**src/rtl/lcpc_pkg.sv**
```systemverilog
// ----------------------------------------------------------------------------
// lcpc_pkg: shared types and constants of the curb point classifier
// Window geometry, datapath widths, register indexes and sequencer codes.
// ----------------------------------------------------------------------------
`default_nettype none

package lcpc_pkg;

  localparam int MAX_HALF    = 16;
  localparam int WIN_DEPTH   = 2 * MAX_HALF + 1;
  localparam int RING_POINTS = 2048;

  localparam int COORD_W = 18;
  localparam int IDX_W   = $clog2(RING_POINTS);
  localparam int HALF_W  = $clog2(MAX_HALF + 1);
  localparam int CNT_W   = $clog2(WIN_DEPTH + 1);
  localparam int SUM_W   = COORD_W + $clog2(MAX_HALF);
  localparam int OFS_W   = SUM_W + 2;
  localparam int PROD_W  = 2 * OFS_W;

  // iterative multiplier
  localparam int MUL_A_W     = 94;
  localparam int MUL_B_W     = 47;
  localparam int MUL_P_W     = 128;
  localparam int MUL_CNT_W   = $clog2(MUL_B_W);
  localparam int ANGLE_SHIFT = 30;

  // configuration port
  localparam int CFG_IDX_W  = 3;
  localparam int CFG_DATA_W = 16;

  localparam logic [CFG_IDX_W-1:0] CFG_CURB_POINTS = 3'd0;
  localparam logic [CFG_IDX_W-1:0] CFG_ANGLE_COS   = 3'd1;
  localparam logic [CFG_IDX_W-1:0] CFG_CURB_HEIGHT = 3'd2;
  localparam logic [CFG_IDX_W-1:0] CFG_SPAN_LIMIT  = 3'd3;
  localparam logic [CFG_IDX_W-1:0] CFG_SIDE_DIFF   = 3'd4;

  localparam logic [4:0]         RST_CURB_POINTS = 5'd5;
  localparam logic signed [15:0] RST_ANGLE_COS   = -16'sd25101;
  localparam logic [9:0]         RST_CURB_HEIGHT = 10'd50;
  localparam logic [15:0]        RST_SPAN_LIMIT  = 16'd5000;
  localparam logic [9:0]         RST_SIDE_DIFF   = 10'd50;

  // product schedule of the square/dot step
  localparam int SQ_W = 4;
  localparam logic [SQ_W-1:0] SQ_A_X = 4'd0;
  localparam logic [SQ_W-1:0] SQ_A_Y = 4'd1;
  localparam logic [SQ_W-1:0] SQ_B_X = 4'd2;
  localparam logic [SQ_W-1:0] SQ_B_Y = 4'd3;
  localparam logic [SQ_W-1:0] SQ_D_X = 4'd4;
  localparam logic [SQ_W-1:0] SQ_D_Y = 4'd5;
  localparam logic [SQ_W-1:0] SQ_S_X = 4'd6;
  localparam logic [SQ_W-1:0] SQ_S_Y = 4'd7;
  localparam logic [SQ_W-1:0] SQ_LIM = 4'd8;
  localparam logic [SQ_W-1:0] SQ_END = 4'd9;

  typedef struct packed {
    logic signed [COORD_W-1:0] x;
    logic signed [COORD_W-1:0] y;
    logic signed [COORD_W-1:0] z;
  } point_t;

  typedef struct packed {
    logic shift;
    logic rotate;
  } cell_ctrl_t;

  typedef enum logic [2:0] {
    ST_IDLE,
    ST_ROT,
    ST_OFFSET,
    ST_SQUARE,
    ST_MUL_GO,
    ST_MUL_WAIT,
    ST_DECIDE
  } state_t;

  typedef enum logic [1:0] {
    MSEL_DOT,
    MSEL_AB,
    MSEL_T
  } mul_sel_t;

endpackage

`default_nettype wire

```
**src/rtl/lcpc_cell.sv**
```systemverilog
// ----------------------------------------------------------------------------
// lcpc_cell: one window cell
// Holds one point; loads from the newer-side neighbor on a new transfer or
// from the older-side neighbor while the window rotates past the head.
// ----------------------------------------------------------------------------
`default_nettype none

module lcpc_cell import lcpc_pkg::*; (
  input  wire logic       clk,
  input  wire cell_ctrl_t ctrl,
  input  wire point_t     shift_in,
  input  wire point_t     rot_in,
  output point_t          data
);

  always_ff @(posedge clk) begin
    if (ctrl.shift) begin
      data <= shift_in;
    end else if (ctrl.rotate) begin
      data <= rot_in;
    end
  end

endmodule

`default_nettype wire

```
**config.mk**
```make
export PLATFORM = sky130hd
export DESIGN_NAME = lcpc_cell
export DESIGN_NICKNAME = d
export VERILOG_FILES = /design/src/rtl/lcpc_pkg.sv /design/src/rtl/lcpc_cell.sv
export SDC_FILE = /design/constraint.sdc
export NUM_CORES = 1
export LEC_CHECK = 0
export ABC_CLOCK_PERIOD_IN_PS = 3150
export BUFFER_PORTS_ARGS = -buffer_cell sky130_fd_sc_hd__buf_2
export CAP_MARGIN = 15
export CELL_PAD_IN_SITES_DETAIL_PLACEMENT = 1
export CELL_PAD_IN_SITES_GLOBAL_PLACEMENT = 2
export CORE_UTILIZATION = 27
export DETAILED_ROUTE_END_ITERATION = 8
export PLACE_DENSITY = 0.89
export SLEW_MARGIN = 10
export SYNTH_ARGS = -nofsm -noshare
export SYNTH_HDL_FRONTEND = slang
export SYNTH_SLANG_ARGS = --single-unit
```
**constraint.sdc**
```tcl
create_clock -name clk -period 3.15 [get_ports clk]
set_input_delay 0.63 -clock clk [delete_from_list [all_inputs] [get_ports clk]]
set_output_delay 0.63 -clock clk [all_outputs]
set_load 0.03 [all_outputs]
```
**Word-level counts from Yosys, hierarchy flattened**

Cells that the tools add are included.

- Multiplexer cells: 2
- Reduce and logical (&&, ||, !) cells: 1

Operator list:

| operator | count |
|---|---|
| $mux W54 | 2 |
| $reduce_bool A2 Y1 | 1 |

- Flip-flop bits (word level): 54
- Input port bits: 111
- Output and inout bits: 54

**Logic depth before layout (Yosys ltp)**

- Depth after elaboration: 2
- Gate-level depth with buffers: 3
- Gate-level depth less buffers: 1

**Least setup slack after synthesis**

No wires, ideal clock.

- Kind: in2reg
- Start: input ctrl[1] (netlist name)
- End: register data[0] (netlist name), enable pin
- Arrival: 2.171 ns
- Data required time: 2.735 ns
- Setup slack: 0.564 ns
- Stages on the path: 3
- Path buffers: 2
- Cell sequence: buf_6 -> buf_12 -> or2_1

- Longest elaborated chain between the ends: 1

RTL lines:

| what | RTL line | RTL |
|---|---|---|
| from (decl) | lcpc_cell.sv:10 | `input wire cell_ctrl_t ctrl,` |
| $reduce_bool A2 Y1 (no source line) | -- |  |
| to (signal assigned) | lcpc_cell.sv:18 | `data <= shift_in;` |
| to (signal assigned) | lcpc_cell.sv:20 | `data <= rot_in;` |
| to (decl) | lcpc_cell.sv:13 | `output point_t data` |

Every way passes these cells.
A chain may end at the register's enable or synchronous reset.

**Worst setup path in the final report**

- Start: input ctrl[1] (netlist name)
- End: register data[6] (netlist name) (data pin)

- Longest elaborated chain between the ends: 1

RTL lines:

| what | RTL line | RTL |
|---|---|---|
| $mux W54 | lcpc_cell.sv:17 | `if (ctrl.shift) begin` |

Every way passes these cells.

==> results.tsv <==
stage	metric	value	unit
global_route	total track usage	11.9	%
hold_path	min-delay src	rot_in[18]	
timing	relative slew slack	73.8	%
timing	Max Slew Vio Count	0	
pwr	pwr dens	487	mW/mm2
global_route	vias in the first global route	1846	
clock_tree	Clock Sinks	54	
timing	worst hold slack	0.626	ns
clock_tree	Max H-tree Level	2	
cells_and_area	largest register by flop count	data	
global_route	gr ovfl total	0	
drt	Via-to-Cell Ratio	4.24	
critical_path	crit-path max cell delay	0.34	ns
clock_tree	TritonCTS clock tree	yes	
place	GPL Wtd Cong	0.695	
critical_path	CP Max Fanout	32	
synthesis	Syn Nets	226	
synthesis	multiplexer area fraction after synthesis	31.3	%
synthesis	post-synth cell types	6	
cells_and_area	antenna cells	0	
place	PortBufs	164	
synthesis	compound-gate portion of the synthesized area	0	%
drt	Detailed Route WL	5810	um
clock_tree	Worst-path clk slew	0.09	ns
synthesis	Post-Synth Adder-Cell Area	0	%
clock_tree	Post-CTS Resized	0	
drt	DRT iter0 DRCs	10	
floorplanning	core area	0.00889	mm2
critical_path	CP Launch Type	primary input	
timing	unrepaired setup endpoints after global routing	no	
floorplanning	Initial Util	28.5	%
drt	antenna viol nets, final	0	
status	status	completed	
synthesis	Yosys warning total	0	
timing	final worst-path cycle share	50.2	%
timing	Worst Tran Pin Value	0.394	ns
synthesis	Post-Syn Area	0.00253	mm2
floorplanning	I/O pin count	165	
global_route	largest net degree at the start of global routing	33	
floorplanning	die area	0.00977	mm2
clock_tree	count of hold-fix buffers inserted at cts	0	
clock_tree	Longest Clk Path Bufs	2	
critical_path	critical path startpoint	ctrl[1]	
global_route	first-pass GRT wire length	8880	um
timing	setup_tns	0	ns
critical_path	Worst EP arrival	1.63	ns
synthesis	sequential share of the synthesized area	64.1	%
critical_path	highest-delay cell along the critical path	buf_4	
drt	DR DRC count	0	
floorplanning	Placement Rows	34	
cells_and_area	Largest regs	data: 54 flops	
pwr	Worst VDD drop	0.141	mV
pwr	Leakage Power	1.68	nW
cells_and_area	Area Growth Syn to Fin	37.9	%
synthesis	main combinational cell family by area after synthesis	multiplexers	
cells_and_area	Nets	394	
synthesis	Synth Area in XOR/XNOR	0	%
synthesis	simple-gate portion of the synthesized area	0.247	%
clock_tree	CTS buffer count	5	
cells_and_area	fillers	962	
critical_path	Crit Path Class	primary input to flip-flop	
drt	drt wl/cell	14.9	um
timing	final hold vios	0	
timing	maximum clock rate	633	MHz
timing	Final Critical Period	1.58	ns
floorplanning	Die Height	98.8	um
synthesis	Synth Register Bits	54	
critical_path	crit path cell chain	buf_4, buf_12, mux2_4	
clock_tree	root buf cell	clkbuf_8	
critical_path	Worst setup EP type	flip-flop	
hold_path	Hold/Removal Path Class	primary input to flip-flop	
critical_path	Worst Path Required	3.20	ns
drt	DR pass1 iterations	3	
cells_and_area	share of cells above drive strength 1	80.2	%
cells_and_area	Largest register FFs	54	
drt	via count of the routed design	1658	
synthesis	Mapped Cells	115	
global_route	antenna violations before repair	0	
synthesis	syn avg cell area	22.0	um2
timing	Setup violations, final	0	
flow_run	Max-Cap Viols	0	
clock_tree	Setup Fix Bufs, Post-CTS	0	
floorplanning	Die Width	98.8	um
==> cells in the final DEF, fill, tap and decap left out <==
master	instances
buf_12	1
buf_2	163
buf_4	3
clkbuf_1	2
clkbuf_8	5
edfxtp_1	54
mux2_2	5
mux2_4	49
or2_2	1
==> through the flow <==
step / utilization (%) / setup WS (ns) / cell area [um2] / instances / power, mW
finish: 39.2 / 1.57 / 3490 / 391 / 1.70
global route: 39.2 / 1.50 / 3490 / 391 / 1.77
CTS: 39.2 / 1.55 / 3490 / 391 / 1.73
detailed placement: 38.4 / 1.22 / 3410 / 384 / 1.36
global placement: 38.4 / 1.26 / 3410 / 384 / 1.35
floorplan: - / 0.564 / 2530 / 115 / 1.21
==> path summary, 6_finish.rpt <==
check             slack, ns  cells after the start            endpoint
setup / recovery       1.57                      3   data[6]$_DFFE_PP_
hold / removal         0.63                      2  data[18]$_DFFE_PP_
==> worst max-delay path: cells and delay by family <==
family / cells / cell delay, ns
buf+inv: 2 / 0.64
mux: 1 / 0.33
==> synth_stat cells <==
cell type,instances,area (um2)
buf_12,5,100
edfxtp_1,54,1620
mux2_2,5,56.3
buf_6,1,11.3
mux2_4,49,736
or2_1,1,6.26
==> cells by family after synthesis <==
kind of cell           count (synthesis)
DFF                                   54
muxes                                 54
and+or+nand+nor                        1
buffers and inverters                  6
==> final cells by class <==
| cell class | instances | area, um2 | area share, % |
|---|---|---|---|
| Sequential cell | 54 | 1620 | 46.5 |
| Timing Repair Buffer | 167 | 858 | 24.6 |
| Multi-Input combinational cell | 55 | 798 | 22.9 |
| Tap cell | 108 | 135 | 3.87 |
| Clock buffer | 7 | 76.3 | 2.19 |
==> report_power, final <==
| group | total, mW | switching, mW | internal [mW] |
|---|---|---|---|
| registers | 0.901 | 0.0197 | 0.881 |
| logic | 0.437 | 0.256 | 0.181 |
| clock network | 0.360 | 0.207 | 0.154 |
==> per-layer routing <==
layer  routed length (um)  vias up  GRT usage, %
met2                 3300       92          24.2
li1                     -      781             -
met3                  500        5          3.05
met5                    0        -             0
met4                   57        0          4.13
met1                 1950      780          11.3
No activity file was read; power rests on OpenSTA's default activity.
