File: src/rtl/lcpc_pkg.sv
// ----------------------------------------------------------------------------
// lcpc_pkg: shared types and constants of the curb point classifier
// Window geometry, datapath widths, register indexes and sequencer codes.
// ----------------------------------------------------------------------------
`default_nettype none

package lcpc_pkg;

  localparam int MAX_HALF    = 16;
  localparam int WIN_DEPTH   = 2 * MAX_HALF + 1;
  localparam int RING_POINTS = 2048;

  localparam int COORD_W = 18;
  localparam int IDX_W   = $clog2(RING_POINTS);
  localparam int HALF_W  = $clog2(MAX_HALF + 1);
  localparam int CNT_W   = $clog2(WIN_DEPTH + 1);
  localparam int SUM_W   = COORD_W + $clog2(MAX_HALF);
  localparam int OFS_W   = SUM_W + 2;
  localparam int PROD_W  = 2 * OFS_W;

  // iterative multiplier
  localparam int MUL_A_W     = 94;
  localparam int MUL_B_W     = 47;
  localparam int MUL_P_W     = 128;
  localparam int MUL_CNT_W   = $clog2(MUL_B_W);
  localparam int ANGLE_SHIFT = 30;

  // configuration port
  localparam int CFG_IDX_W  = 3;
  localparam int CFG_DATA_W = 16;

  localparam logic [CFG_IDX_W-1:0] CFG_CURB_POINTS = 3'd0;
  localparam logic [CFG_IDX_W-1:0] CFG_ANGLE_COS   = 3'd1;
  localparam logic [CFG_IDX_W-1:0] CFG_CURB_HEIGHT = 3'd2;
  localparam logic [CFG_IDX_W-1:0] CFG_SPAN_LIMIT  = 3'd3;
  localparam logic [CFG_IDX_W-1:0] CFG_SIDE_DIFF   = 3'd4;

  localparam logic [4:0]         RST_CURB_POINTS = 5'd5;
  localparam logic signed [15:0] RST_ANGLE_COS   = -16'sd25101;
  localparam logic [9:0]         RST_CURB_HEIGHT = 10'd50;
  localparam logic [15:0]        RST_SPAN_LIMIT  = 16'd5000;
  localparam logic [9:0]         RST_SIDE_DIFF   = 10'd50;

  // product schedule of the square/dot step
  localparam int SQ_W = 4;
  localparam logic [SQ_W-1:0] SQ_A_X = 4'd0;
  localparam logic [SQ_W-1:0] SQ_A_Y = 4'd1;
  localparam logic [SQ_W-1:0] SQ_B_X = 4'd2;
  localparam logic [SQ_W-1:0] SQ_B_Y = 4'd3;
  localparam logic [SQ_W-1:0] SQ_D_X = 4'd4;
  localparam logic [SQ_W-1:0] SQ_D_Y = 4'd5;
  localparam logic [SQ_W-1:0] SQ_S_X = 4'd6;
  localparam logic [SQ_W-1:0] SQ_S_Y = 4'd7;
  localparam logic [SQ_W-1:0] SQ_LIM = 4'd8;
  localparam logic [SQ_W-1:0] SQ_END = 4'd9;

  typedef struct packed {
    logic signed [COORD_W-1:0] x;
    logic signed [COORD_W-1:0] y;
    logic signed [COORD_W-1:0] z;
  } point_t;

  typedef struct packed {
    logic shift;
    logic rotate;
  } cell_ctrl_t;

  typedef enum logic [2:0] {
    ST_IDLE,
    ST_ROT,
    ST_OFFSET,
    ST_SQUARE,
    ST_MUL_GO,
    ST_MUL_WAIT,
    ST_DECIDE
  } state_t;

  typedef enum logic [1:0] {
    MSEL_DOT,
    MSEL_AB,
    MSEL_T
  } mul_sel_t;

endpackage

`default_nettype wire

File: src/rtl/lcpc_mul.sv
// ----------------------------------------------------------------------------
// lcpc_mul: iterative unsigned multiplier
// Shift-add, one bit of b per cycle; done pulses when product is final.
// ----------------------------------------------------------------------------
`default_nettype none

module lcpc_mul import lcpc_pkg::*; (
  input  wire logic               clk,
  input  wire logic               rst,
  input  wire logic               start,
  input  wire logic [MUL_A_W-1:0] a,
  input  wire logic [MUL_B_W-1:0] b,
  output logic                    done,
  output logic [MUL_P_W-1:0]      product
);

  logic                 busy;
  logic [MUL_CNT_W-1:0] cnt;
  logic [MUL_P_W-1:0]   a_sh;
  logic [MUL_B_W-1:0]   b_sh;
  logic [MUL_P_W-1:0]   acc;

  always_ff @(posedge clk) begin
    if (rst) begin
      busy <= 1'b0;
      done <= 1'b0;
      cnt  <= '0;
    end else begin
      done <= 1'b0;
      if (start) begin
        busy <= 1'b1;
        cnt  <= '0;
      end else if (busy) begin
        cnt <= cnt + 1'b1;
        if (cnt == MUL_CNT_W'(MUL_B_W - 1)) begin
          busy <= 1'b0;
          done <= 1'b1;
        end
      end
    end
  end

  always_ff @(posedge clk) begin
    if (start) begin
      a_sh <= MUL_P_W'(a);
      b_sh <= b;
      acc  <= '0;
    end else if (busy) begin
      if (b_sh[0]) begin
        acc <= acc + a_sh;
      end
      a_sh <= a_sh << 1;
      b_sh <= b_sh >> 1;
    end
  end

  assign product = acc;

endmodule

`default_nettype wire

File: config.mk
export PLATFORM = sky130hd
export DESIGN_NAME = lcpc_mul
export DESIGN_NICKNAME = d
export VERILOG_FILES = /design/src/rtl/lcpc_pkg.sv /design/src/rtl/lcpc_mul.sv
export SDC_FILE = /design/constraint.sdc
export NUM_CORES = 1
export LEC_CHECK = 0
export BUFFER_PORTS_ARGS = -buffer_cell sky130_fd_sc_hd__buf_4
export CAP_MARGIN = 25
export CORE_ASPECT_RATIO = 1.1
export CORE_UTILIZATION = 53
export DETAILED_ROUTE_END_ITERATION = 8
export GPL_ROUTABILITY_DRIVEN = 0
export PLACE_DENSITY = 0.76
export SETUP_SLACK_MARGIN = 0.15
export SYNTH_ARGS = -nofsm -noshare
export SYNTH_HDL_FRONTEND = slang
export SYNTH_SLANG_ARGS = --single-unit
File: constraint.sdc
create_clock -name clk -period 5.15 [get_ports clk]
set_input_delay 1.2875 -clock clk [delete_from_list [all_inputs] [get_ports clk]]
set_output_delay 1.2875 -clock clk [all_outputs]
set_load 0.05 [all_outputs]
**Word level (Yosys, flattened, before mapping)**

Index checks and enable logic that the tools add are counted.
Widths: inputs -> output; s select.

- Reduce and logical (&&, ||, !) cells: 4
- Equality and inequality tests: 1
- Bitwise gates (word level): 1
- Multiplexer cells: 8
- Add/sub/neg operators: 2

Operators with widths:

| cell | count |
|---|---|
| $mux 94 | 2 |
| $add 128x128->128 | 1 |
| $mux 47 | 2 |
| $add 6x1->6 const B | 1 |
| $eq 6x6->1 const B | 1 |
| $mux 1 | 4 |
| $reduce_or 3->1 | 1 |
| $reduce_and 2->1 | 1 |
| $reduce_bool 2->1 | 1 |
| $reduce_or 2->1 | 1 |
| $not 1->1 | 1 |

- Word-level logic and storage cells: 23
- Output and inout bits: 129
- Flip-flop bits (word level): 311

**Longest topological paths before layout**

- Word-level depth: 4
- Mapped depth: 14
- Depth with buffers taken out: 13

**Least setup slack after synthesis**

Ideal clock, no wire load.

- Path kind: in2reg
- Start: in start
- End: reg a_sh[0], enable pin
- Setup slack: 247 ps
- Path buffers: 0
- Required time: 3944 ps
- Stages on the path: 2
- Arrival: 3696 ps
- Setup time: 1206 ps
- Cells stage by stage: inv_1 > nand2_1

- Longest elaborated chain between the ends: 1

RTL lines:

| what | line | RTL |
|---|---|---|
| start, declared | lcpc_mul.sv:10 | `input wire logic start,` |
| $reduce_bool 2->1 (no source line) | -- |  |
| end signal, assigned | lcpc_mul.sv:45 | `a_sh <= MUL_P_W'(a);` |
| end signal, assigned | lcpc_mul.sv:52 | `a_sh <= a_sh << 1;` |
| end, declared | lcpc_mul.sv:19 | `logic [MUL_P_W-1:0] a_sh;` |

No other way between the ends.
A chain may end at the register's enable or synchronous reset.

**Final worst setup path**

- Start: reg a_sh[0]
- End: reg acc[120] (netlist: product[120])

- Longest elaborated chain between the ends: 1

RTL lines:

| what | line | RTL |
|---|---|---|
| $add 128x128->128 | lcpc_mul.sv:50 | `acc <= acc + a_sh;` |
| end signal, assigned | lcpc_mul.sv:50 |  |
| end, declared | lcpc_mul.sv:21 | `logic [MUL_P_W-1:0] acc;` |

No other way between the ends.

==> summary.md <==
| Metric | Value |
|---|---|
| Post-synth top area cell | edfxtp_1 |
| Area fraction of the dominant cell type after synthesis | 20.6% |
| Final hold viol count | 0 |
| YS warnings | 0 |
| Commonest cells after routing, fill and taps aside | nand2_1, a21oi_1, buf_4 |
| Met2 GRT Util | 51.7% |
| H-tree levels | 2 |
| Drt first-iter violations | 1697 |
| Die Wd | 190 um |
| Layout cell share with drive strength beyond 1 | 21.0% |
| Worst skew pair latency | 0.56 ns |
| Final period utilization | 76.9% |
| Clk buf depth | 3 |
| Leakage power | 9.89 nW |
| Number of global-route vias before repair | 18100 |
| Post-Syn Area | 0.0205 mm^2 |
| Synth Area in XOR/XNOR | 5.17% |
| Detailed Place HPWL | 45200 um |
| Initial Util | 53.8% |
| Top FF cell, synth | dfxtp_1 |
| Post-synth EDFFs | 141 |
| Die extent in y | 208 um |
| M3 GR Usage | 5.97% |
| Total CTS buffers | 37 |
| Global-route wire length before repair | 95400 um |
| Avg Inst Size Synth | 8.85 um^2 |
| CTS tree | done |
| Post-CTS setup buffers | 0 |
| Clock transition at path regs | 0.06 ns |
| Clk root buf | clkbuf_16 |
| Net Sw Power | 2.43 mW |
| TNS Setup | 0 ns |
| R2r startpoint | a_sh[0] |
| #FFs+latches synth | 311 |
| Drt wl/cell | 20.0 um |
| Area of the core | 0.0381 mm^2 |
| CP Capture Type | register |
| Final Slew Violations | 0 |
| # fillers | 3260 |
| Worst R2R Path Depth | 13 |
| R2r endpoint | product[120] |
| # setup viols final | 0 |
| Top cells by area, synth | edfxtp_1, dfxtp_1, ha_1 |
| Max-cap check violation count | 0 |
| Setup slack, reg-to-reg | 1.19 ns |
| Adder-cell share of the synthesized area | 7.97% |
| First-pass iteration count of the detailed router | 8 |
| Actual slew at the worst max-slew pin | 0.964 ns |
| Data arrival, critical path | 4.38 ns |
| CTS hold repair buffers | 0 |
| Die area | 0.0395 mm^2 |
| WP data required | 5.57 ns |
| # rows | 75 |
| Crit Path Category | reg2reg |
| CP startpoint | a_sh[0] |
| Commonest non-fill, non-tap cell in the layout | nand2_1 |
| IO Port Bufs | 272 |
| Rel. slew slack | 35.6% |
| Grt peak-use layer | met2 |
| DR vias/cell | 6.15 |
| Status | completed |
| Initial antenna violation count | 0 |
| Post-Synthesis Cells | 2318 |
| Post-DRT Antenna Nets | 0 |
| Min Tclk post-route | 3.96 ns |
| Clk pwr share | 38.3% |
| CP Capture Point | product[120] |
| Syn_nets | 2592 |
| Largest net degree at the start of global routing | 137 |
| Peak supply drop | 0.000350 V |
| Overflow after GRT | 0 |
| Sw Share | 31.0% |
| Area Growth Syn to Fin | 17.7% |
| GRT Overall Usage | 30.3% |
| Vias | 18600 |
| CP Max Fanout | 5 |
| Synth Area in Simple Gates | 15.6% |
| Part of the power in registers | 37.3% |
| Largest family of logic cells by synthesized area | compound AO/OA/AOI/OAI gates |
| WL final | 60600 um |
| # clock sinks | 311 |
| Post-synthesis sequential area ratio | 37.2% |
| RSZ-0062 raised after global routing | false |
| Compound-Gate Fraction of Synth Area | 21.0% |
| Ant diodes | 0 |
| PwrDens | 325 mW/mm^2 |
| Clock skew | 0.0169 ns |
| Grt met1 use | 36.9% |
| Synth unique cells | 83 |
| Worst hold path class | reg2reg |
| Mux contribution to synthesized area | 9.49% |
| CTS resizes | 0 |
| Final nets | 2778 |
| Internal cell power | 5.41 mW |
| Ys async rst share | 0% |
| Critical path launch point type | register |
| Combinational Power Share | 24.3% |
| Io pins | 273 |
| Max Clock Freq | 253 MHz |
| DRC | 0 |
| Hold slack | 0.471 ns |
==> power by group through the flow <==
stage	sequential [mW]	combinational (mW)	clock, mW
detailed placement	2.98	1.86	0
floorplan	3.15	1.15	0
global placement	2.97	1.84	0
finish	2.93	1.91	3.01
global route	2.95	2.05	3.13
CTS	2.93	1.88	3.05
==> flip-flops by register name, indices dropped and copies added, names as in the netlist <==
name     flops
product    128
busy         1
b_sh        47
cnt          6
done         1
a_sh       128
==> cell usage after synthesis, types with 50 or more instances <==
library cell / count
nand2_1: 323
a21oi_1: 279
dfxtp_1: 170
nor2_1: 167
edfxtp_1: 141
mux2_2: 139
o21ai_0: 137
ha_1: 129
clkbuf_1: 103
nand4_1: 82
xnor2_1: 71
a21o_1: 64
xor2_1: 50
==> cell type report <==
| type | instances | area [um^2] | share of cell area, % |
|---|---|---|---|
| sequential | 311 | 7640 | 31.6 |
| timing repair buffer | 282 | 2150 | 8.92 |
| tap | 500 | 626 | 2.59 |
| multi-input combinational | 1828 | 12200 | 50.4 |
| inverter | 44 | 165 | 0.684 |
| clock buffer | 49 | 1060 | 4.38 |
| clock inverter | 19 | 334 | 1.38 |
==> worst min-delay path by stage <==
| stage | startpoint | end | slack, ns | cells after the start |
|---|---|---|---|---|
| after floorplan | cnt[5] | cnt[5] | 0.46 | 2 |
| after global placement | product[17] | product[17] | 0.46 | 2 |
| after detailed placement | product[89] | product[89] | 0.47 | 2 |
| after CTS | product[3] | product[3] | 0.47 | 2 |
| after global routing | product[89] | product[89] | 0.49 | 2 |
| final | product[3] | product[3] | 0.47 | 2 |
==> critical path, cell delays in order (launching register included) <==
cell,delay (ns)
edfxtp_1,0.40
ha_1,0.25
fa_1,0.43
a21oi_1,0.25
o211ai_1,0.15
a211oi_2,0.44
o31a_1,0.31
a311oi_1,0.17
o2111ai_1,0.41
a21oi_1,0.13
nor2_1,0.41
o21ai_0,0.22
xnor2_1,0.17
o21ai_0,0.09
==> cells by family (layout without fill, tap and decap cells) <==
kind of cell    Yosys count  after routing
simple gates            707            707
compound gates          693            693
flops                   311            311
buf+inv                 179            394
mux                     177            177
fa+ha+maj               130            130
xor+xnor                121            121
==> layer usage <==
| layer | wire (um) | vias to the layer above |
|---|---|---|
| li1 | - | 8852 |
| met1 | 23800 | 8734 |
| met2 | 29100 | 845 |
| met3 | 5080 | 209 |
| met4 | 2660 | 0 |
| met5 | 0 | - |
==> through the flow <==
| step | utilization, % | area [um^2] | total power, mW | instances | setup slack [ns] |
|---|---|---|---|---|---|
| after floorplan | - | 20500 | 4.31 | 2318 | 0.247 |
| after global placement | 59.7 | 22700 | 4.81 | 2964 | 1.37 |
| after detailed placement | 59.7 | 22800 | 4.84 | 2965 | 1.29 |
| after CTS | 63.4 | 24100 | 7.86 | 3033 | 1.27 |
| after global routing | 63.4 | 24100 | 8.14 | 3033 | 1.04 |
| final | 63.4 | 24100 | 7.84 | 3033 | 1.19 |
(Power assumes the default switching activity.)
